## config.mk

```make
export PLATFORM = sky130hd
export DESIGN_NAME = rbffd_mul_lane
export DESIGN_NICKNAME = d
export VERILOG_FILES = /design/src/rtl/rbffd_pkg.sv /design/src/rtl/rbffd_mul_lane.sv
export SDC_FILE = /design/constraint.sdc
export NUM_CORES = 2
export LEC_CHECK = 0
export BUFFER_PORTS_ARGS = -buffer_cell sky130_fd_sc_hd__buf_4
export CAP_MARGIN = 20
export CORE_UTILIZATION = 60
export CTS_BUF_LIST = sky130_fd_sc_hd__clkbuf_2
export CTS_CLUSTER_SIZE = 28
export DETAILED_ROUTE_END_ITERATION = 12
export PLACE_DENSITY = 0.81
export RECOVER_POWER = 50
export SYNTH_ARGS = -nofsm -noshare
export SYNTH_HDL_FRONTEND = slang
export SYNTH_SLANG_ARGS = --single-unit
```

## constraint.sdc

```tcl
create_clock -name aclk -period 9.2 [get_ports aclk]
set_input_delay 0.46 -clock aclk [delete_from_list [all_inputs] [get_ports aclk]]
set_output_delay 0.46 -clock aclk [all_outputs]
set_load 0.02 [all_outputs]
```

## src/rtl/rbffd_pkg.sv

```systemverilog
// Shared types, constants and saturation helper for the shallow water tendency block.
`timescale 1ns / 1ps

package rbffd_pkg;

    localparam int ACC_BITS       = 48;
    localparam int IN_BITS        = 32;
    localparam int OUT_BITS       = 32;
    localparam int WIDE_BITS      = 64;
    localparam int NUM_LANES      = 16;
    localparam int NUM_VALUES     = 8;
    localparam int DEF_FRAC_BITS  = 16;
    localparam int DEF_VALUE_BITS = 32;

    typedef enum logic [1:0] {
        ACT_NEIGHBOR = 2'd0,
        ACT_NODE     = 2'd1,
        ACT_PROJ_A   = 2'd2,
        ACT_PROJ_B   = 2'd3
    } action_t;

    typedef enum logic [3:0] {
        ST_IDLE,
        ST_NB_GO,
        ST_NB_WAIT,
        ST_MOM_GO,
        ST_MOM_WAIT,
        ST_COR_GO,
        ST_COR_WAIT,
        ST_PREP,
        ST_EMIT_GO,
        ST_EMIT_WAIT
    } seq_state_t;

    // Request from the sequencer to one multiplier lane.
    typedef struct packed {
        logic                       start;
        logic                       to_acc;
        logic signed [ACC_BITS-1:0] op_a;
        logic signed [ACC_BITS-1:0] op_b;
    } lane_req_t;

    // Result of one multiplier lane; product and clip flag are held until the next pass finishes.
    typedef struct packed {
        logic                       done;
        logic                       clip;
        logic signed [ACC_BITS-1:0] prod;
    } lane_rsp_t;

    typedef struct packed {
        logic                        clip;
        logic signed [WIDE_BITS-1:0] val;
    } sat_res_t;

    // Clamp a wide signed value to a signed range of the given width.
    function automatic sat_res_t sat_to(input logic signed [WIDE_BITS-1:0] v,
                                        input int bits);
        sat_res_t                    r;
        logic signed [WIDE_BITS-1:0] lim;
        lim    = $signed(WIDE_BITS'(1)) <<< (bits - 1);
        r.clip = 1'b0;
        r.val  = v;
        if (v > lim - 1) begin
            r.clip = 1'b1;
            r.val  = lim - 1;
        end else if (v < -lim) begin
            r.clip = 1'b1;
            r.val  = -lim;
        end
        return r;
    endfunction

endpackage

```

## src/rtl/rbffd_mul_lane.sv

```systemverilog
// One multiplier lane: rounded, saturated fixed point product over four partial products.
`timescale 1ns / 1ps

module rbffd_mul_lane #(
    parameter int FRAC_BITS  = rbffd_pkg::DEF_FRAC_BITS,
    parameter int VALUE_BITS = rbffd_pkg::DEF_VALUE_BITS
) (
    input  logic                 aclk,
    input  logic                 aresetn,
    input  rbffd_pkg::lane_req_t req,
    output rbffd_pkg::lane_rsp_t rsp
);

    localparam int OPW       = rbffd_pkg::ACC_BITS;
    localparam int HALF      = OPW / 2;
    localparam int PROD_BITS = 2 * OPW;
    localparam logic [2:0] STEP_IDLE     = 3'd0;
    localparam logic [2:0] STEP_FIRST    = 3'd1;
    localparam logic [2:0] STEP_LAST_MUL = 3'd4;
    localparam logic [2:0] STEP_LAST_ADD = 3'd5;
    localparam logic [2:0] STEP_FINISH   = 3'd6;
    localparam logic [2:0] STEP_DONE     = 3'd7;

    logic [OPW-1:0]       mag_a_reg, mag_b_reg;
    logic                 neg_reg, to_acc_reg;
    logic [2:0]           step_reg;
    logic [PROD_BITS-1:0] pp_reg, acc_reg;
    logic signed [OPW-1:0] prod_reg;
    logic                 clip_reg;

    logic [OPW-1:0]       mag_a, mag_b;
    logic [1:0]           part_idx;
    logic [HALF-1:0]      part_a, part_b;
    logic [2*HALF-1:0]    part_mul;
    logic [PROD_BITS-1:0] pp_next;
    logic [PROD_BITS-1:0] rnd, mag, lim, cap, mag_clamped;
    logic                 over;
    logic signed [OPW-1:0] res;

    // Operand magnitudes at start.
    assign mag_a = req.op_a[OPW-1] ? OPW'(-req.op_a) : OPW'(req.op_a);
    assign mag_b = req.op_b[OPW-1] ? OPW'(-req.op_b) : OPW'(req.op_b);

    // Partial product of the current step, placed at its weight.
    assign part_idx = 2'(step_reg - STEP_FIRST);
    assign part_a   = part_idx[1] ? mag_a_reg[OPW-1:HALF] : mag_a_reg[HALF-1:0];
    assign part_b   = part_idx[0] ? mag_b_reg[OPW-1:HALF] : mag_b_reg[HALF-1:0];
    assign part_mul = part_a * part_b;

    always_comb begin
        case (part_idx)
            2'd0:    pp_next = PROD_BITS'(part_mul);
            2'd3:    pp_next = PROD_BITS'(part_mul) << (2 * HALF);
            default: pp_next = PROD_BITS'(part_mul) << HALF;
        endcase
    end

    // Round half away from zero, shift down and clamp the magnitude.
    always_comb begin
        rnd  = acc_reg + (PROD_BITS'(1) << (FRAC_BITS - 1));
        mag  = rnd >> FRAC_BITS;
        lim  = to_acc_reg ? (PROD_BITS'(1) << (OPW - 1)) : (PROD_BITS'(1) << (VALUE_BITS - 1));
        cap  = neg_reg ? lim : lim - PROD_BITS'(1);
        over = mag > cap;
        mag_clamped = over ? cap : mag;
        res  = neg_reg ? -$signed(mag_clamped[OPW-1:0]) : $signed(mag_clamped[OPW-1:0]);
    end

    // Step sequencer.
    always_ff @(posedge aclk) begin
        if (!aresetn) begin
            step_reg <= STEP_IDLE;
        end else if (req.start) begin
            step_reg <= STEP_FIRST;
        end else if (step_reg != STEP_IDLE && step_reg != STEP_DONE) begin
            step_reg <= step_reg + 3'd1;
        end
    end

    // Datapath registers.
    always_ff @(posedge aclk) begin
        if (req.start) begin
            mag_a_reg  <= mag_a;
            mag_b_reg  <= mag_b;
            neg_reg    <= req.op_a[OPW-1] ^ req.op_b[OPW-1];
            to_acc_reg <= req.to_acc;
            acc_reg    <= '0;
            pp_reg     <= '0;
        end else if (step_reg >= STEP_FIRST && step_reg <= STEP_LAST_ADD) begin
            acc_reg <= acc_reg + pp_reg;
            pp_reg  <= (step_reg <= STEP_LAST_MUL) ? pp_next : '0;
        end else if (step_reg == STEP_FINISH) begin
            prod_reg <= res;
            clip_reg <= over;
        end
    end

    assign rsp.done = (step_reg == STEP_DONE);
    assign rsp.clip = clip_reg;
    assign rsp.prod = prod_reg;

endmodule

```

==> flow_summary_export.csv <==
group,metric,value,unit
grt,grt_pass1_vias,39559,
place,dpl-instance-area,0.0454,mm2
finish,final_area,0.0481,mm2
route,drt-initial-drc-count,4785,
synth,syn_area,0.0430,mm2
min_path,hold_path_depth,4,
min_path,hold_class,"in -> reg",
setup_path,r2r_cells,28,
job,cap_viol_max_count,4,
floorplan,ios,150,
clocking,clock-sinks,342,
synth,synth_cells,5062,
setup_path,reg2reg_to,"pp_reg[68]",
synth,synth-edff-count,147,
timing,relSlewSlack,-2.04,
setup_path,worst_setup_path_start_kind,"flop",
setup_path,slowest_stage,"mux2i_1",
grt,grt_max_degree,119,
floorplan,start_util,0.611,
run_status,outcome,"complete, but fails checks",
timing,fmax,112,MHz
synth,yosysSeqAreaShare,0.193,
synth,postSynthAreaPerCell,8.50,um2
synth,syn_nets,5975,
clocking,root_buffer,"clkbuf_2",
floorplan,rows,97,
floorplan,fp.dieH,270,um
place,gp_congestion,1.01,
timing,skew,117,ps
route,wl,146,mm
timing,tightest_slew,4560,ps
place,io_buffers,149,
setup_path,crit_top_cell,"fa_1",
timing,min_period_over_period,0.971,
floorplan,chipWidth,270,um
timing,slew_viol_final,271,
setup_path,endpoint,"pp_reg[68]",
grt,grt_antenna_before_repair,7,
finish,final_layout_size_suffix_gt1_frac,0.0866,
finish,layout.cells.non_filler,6384,
setup_path,cpPeakStageDelay,760,ps
grt,grt.total_usage,0.397,
timing,fin_crit,8930,ps
finish,fin_nets,6282,
route,firstDrtPassIters,6,
place,dp.cells,6029,
synth,synth_cell_types,96,
clocking,clk_pin_slew_worst_paths,120,ps
floorplan,dieArea,0.0728,mm2
clocking,cts_tree,"yes",
clocking,cts_buffers,88,
clocking,clk_path_buf_depth,3,
place,dp_hpwl,108,mm
route,vias,39806,
grt,overflow,0,
timing,finalHoldViolations,0,
setup_path,required,10260,ps
finish,fin_util,0.682,
setup_path,crit_type,"reg -> reg",
finish,fillers,5586,
setup_path,crit_path_start,"step_reg[0]",
route,wl_per_cell,22.8,um
floorplan,core_area,0.0705,mm2
route,remaining_drc_errors,0,
run_status,violations,"capacitance limit, slew limit",
route,routed_via_density,6.24,
finish,syn_to_final_growth,11.6,%
timing,final-setup-viol-count,0,
setup_path,critical-path-top-delay-family,"adder cells",
clocking,clock_latency,1180,ps
synth,ys_ff_latch,342,
synth,synthFlopType,"dfxtp_1",
timing,setup_tns,0,ps
clocking,post_cts_buffers,0,
setup_path,crit_cells,28,
setup_path,crit_buf_inv,6,
setup_path,cp-end-kind,"flop",
setup_path,arrival,10000,ps
grt,grt_pass1_wl,224,mm
setup_path,rr_startpoint,"step_reg[0]",
synth,async_flop_share,0,
synth,synth-warning-count,0,
route,ant_nets,0,
setup_path,cp_max_fo,37,
setup_path,ff2ff_setup_slack,270,ps
clocking,htreeDepth,3,
## metrics by stage
step | hold slack [ps] | worst slack, ps
6_report | 201 | 268
4_1_cts | 40.3 | 126
3_3_place_gp | 442 | 442
5_1_grt | 188 | -7.51
2_1_floorplan | 432 | 13.3
3_5_place_dp | 450 | 149
## worst register-to-register path, delay by kind of cell (launching register included)
| kind | cells | cell delay, ps |
|---|---|---|
| adder cells (fa/ha/maj) | 8 | 3900 |
| AND/OR/NAND/NOR | 6 | 1390 |
| AO/OA/AOI/OAI | 6 | 1310 |
| buffers and inverters | 6 | 970 |
| multiplexers | 1 | 790 |
| flip-flops | 1 | 330 |
| XOR/XNOR | 1 | 120 |
## Yosys cell counts, types with 33 or more instances
| library cell | number | area, um2 |
|---|---|---|
| inv_1 | 645 | 2420 |
| nand2_1 | 634 | 2380 |
| nor2_1 | 534 | 2000 |
| fa_1 | 483 | 9670 |
| ha_1 | 330 | 4130 |
| a21oi_1 | 285 | 1430 |
| xnor2_1 | 215 | 1880 |
| clkbuf_1 | 207 | 777 |
| dfxtp_1 | 195 | 3900 |
| o21ai_0 | 178 | 891 |
| edfxtp_1 | 147 | 4410 |
| a21o_1 | 105 | 788 |
| nand3_1 | 89 | 445 |
| nand4_1 | 79 | 494 |
| xor2_1 | 78 | 683 |
| nor3_1 | 60 | 300 |
| mux2i_1 | 59 | 591 |
| mux2_2 | 51 | 574 |
| a22oi_1 | 43 | 323 |
| o31ai_1 | 40 | 300 |
| and2_1 | 35 | 219 |
| a211oi_1 | 34 | 255 |
| and3_1 | 34 | 213 |
| nand2b_1 | 34 | 213 |
| nor4_1 | 33 | 206 |
## cells by family after synthesis
kind of cell    Yosys count  share of synthesized area
fa+ha+maj               813                      0.321
compound gates          950                      0.144
mux                     110                     0.0271
flops                   342                      0.193
simple gates           1676                      0.178
xor+xnor                293                     0.0596
buf+inv                 878                     0.0772
## cell type report
cell class | count | area (um2) | area share
inverter | 646 | 2430 | 0.0505
clock buffer | 133 | 666 | 0.0138
antenna | 7 | 17.5 | 0.000364
multi-input combinational | 3842 | 31500 | 0.656
timing repair buffer | 449 | 3780 | 0.0786
clock inverter | 25 | 154 | 0.00320
sequential | 342 | 8320 | 0.173
tap | 940 | 1180 | 0.0245
## worst min-delay path by stage
stage | slack (ps) | to | start
2_1_floorplan | 430 | pp_reg[92] | pp_reg[92]
3_5_place_dp | 450 | acc_reg[0] | acc_reg[0]
4_1_cts | 40 | mag_a_reg[0] | req[48]
6_report | 200 | step_reg[2] | aresetn
3_3_place_gp | 440 | acc_reg[0] | acc_reg[0]
5_1_grt | 190 | step_reg[2] | aresetn
## per-layer routing
layer | vias up | share of wire | GRT usage
met5 | - | 0.00015 | 0
met4 | 4 | 0.081 | 0.266
met3 | 716 | 0.10 | 0.0938
met2 | 2425 | 0.44 | 0.629
met1 | 18919 | 0.37 | 0.482
li1 | 17742 | - | -
## cells in the final DEF (no fill, tap or decap), drive strengths merged, types with 37 or more instances in the layout
master,n
a21o,105
a21oi,285
a22oi,43
buf,198
clkbuf,197
dfxtp,195
dlygate4sd3,187
edfxtp,147
fa,483
ha,330
inv,647
mux2,51
mux2i,59
nand2,634
nand3,91
nand4,84
nor2,535
nor3,63
nor4,37
o21ai,180
o31ai,42
xnor2,215
xor2,78
## timing repair
item,in CTS,in global routing
endpoints found under the setup margin,0,37
endpoints found under the hold margin,211,0
gates resized for setup,0,25
hold buffers,187,0
Power is not shown: default switching activity piles up to over one toggle a cycle in this logic, so the estimate is an artifact.
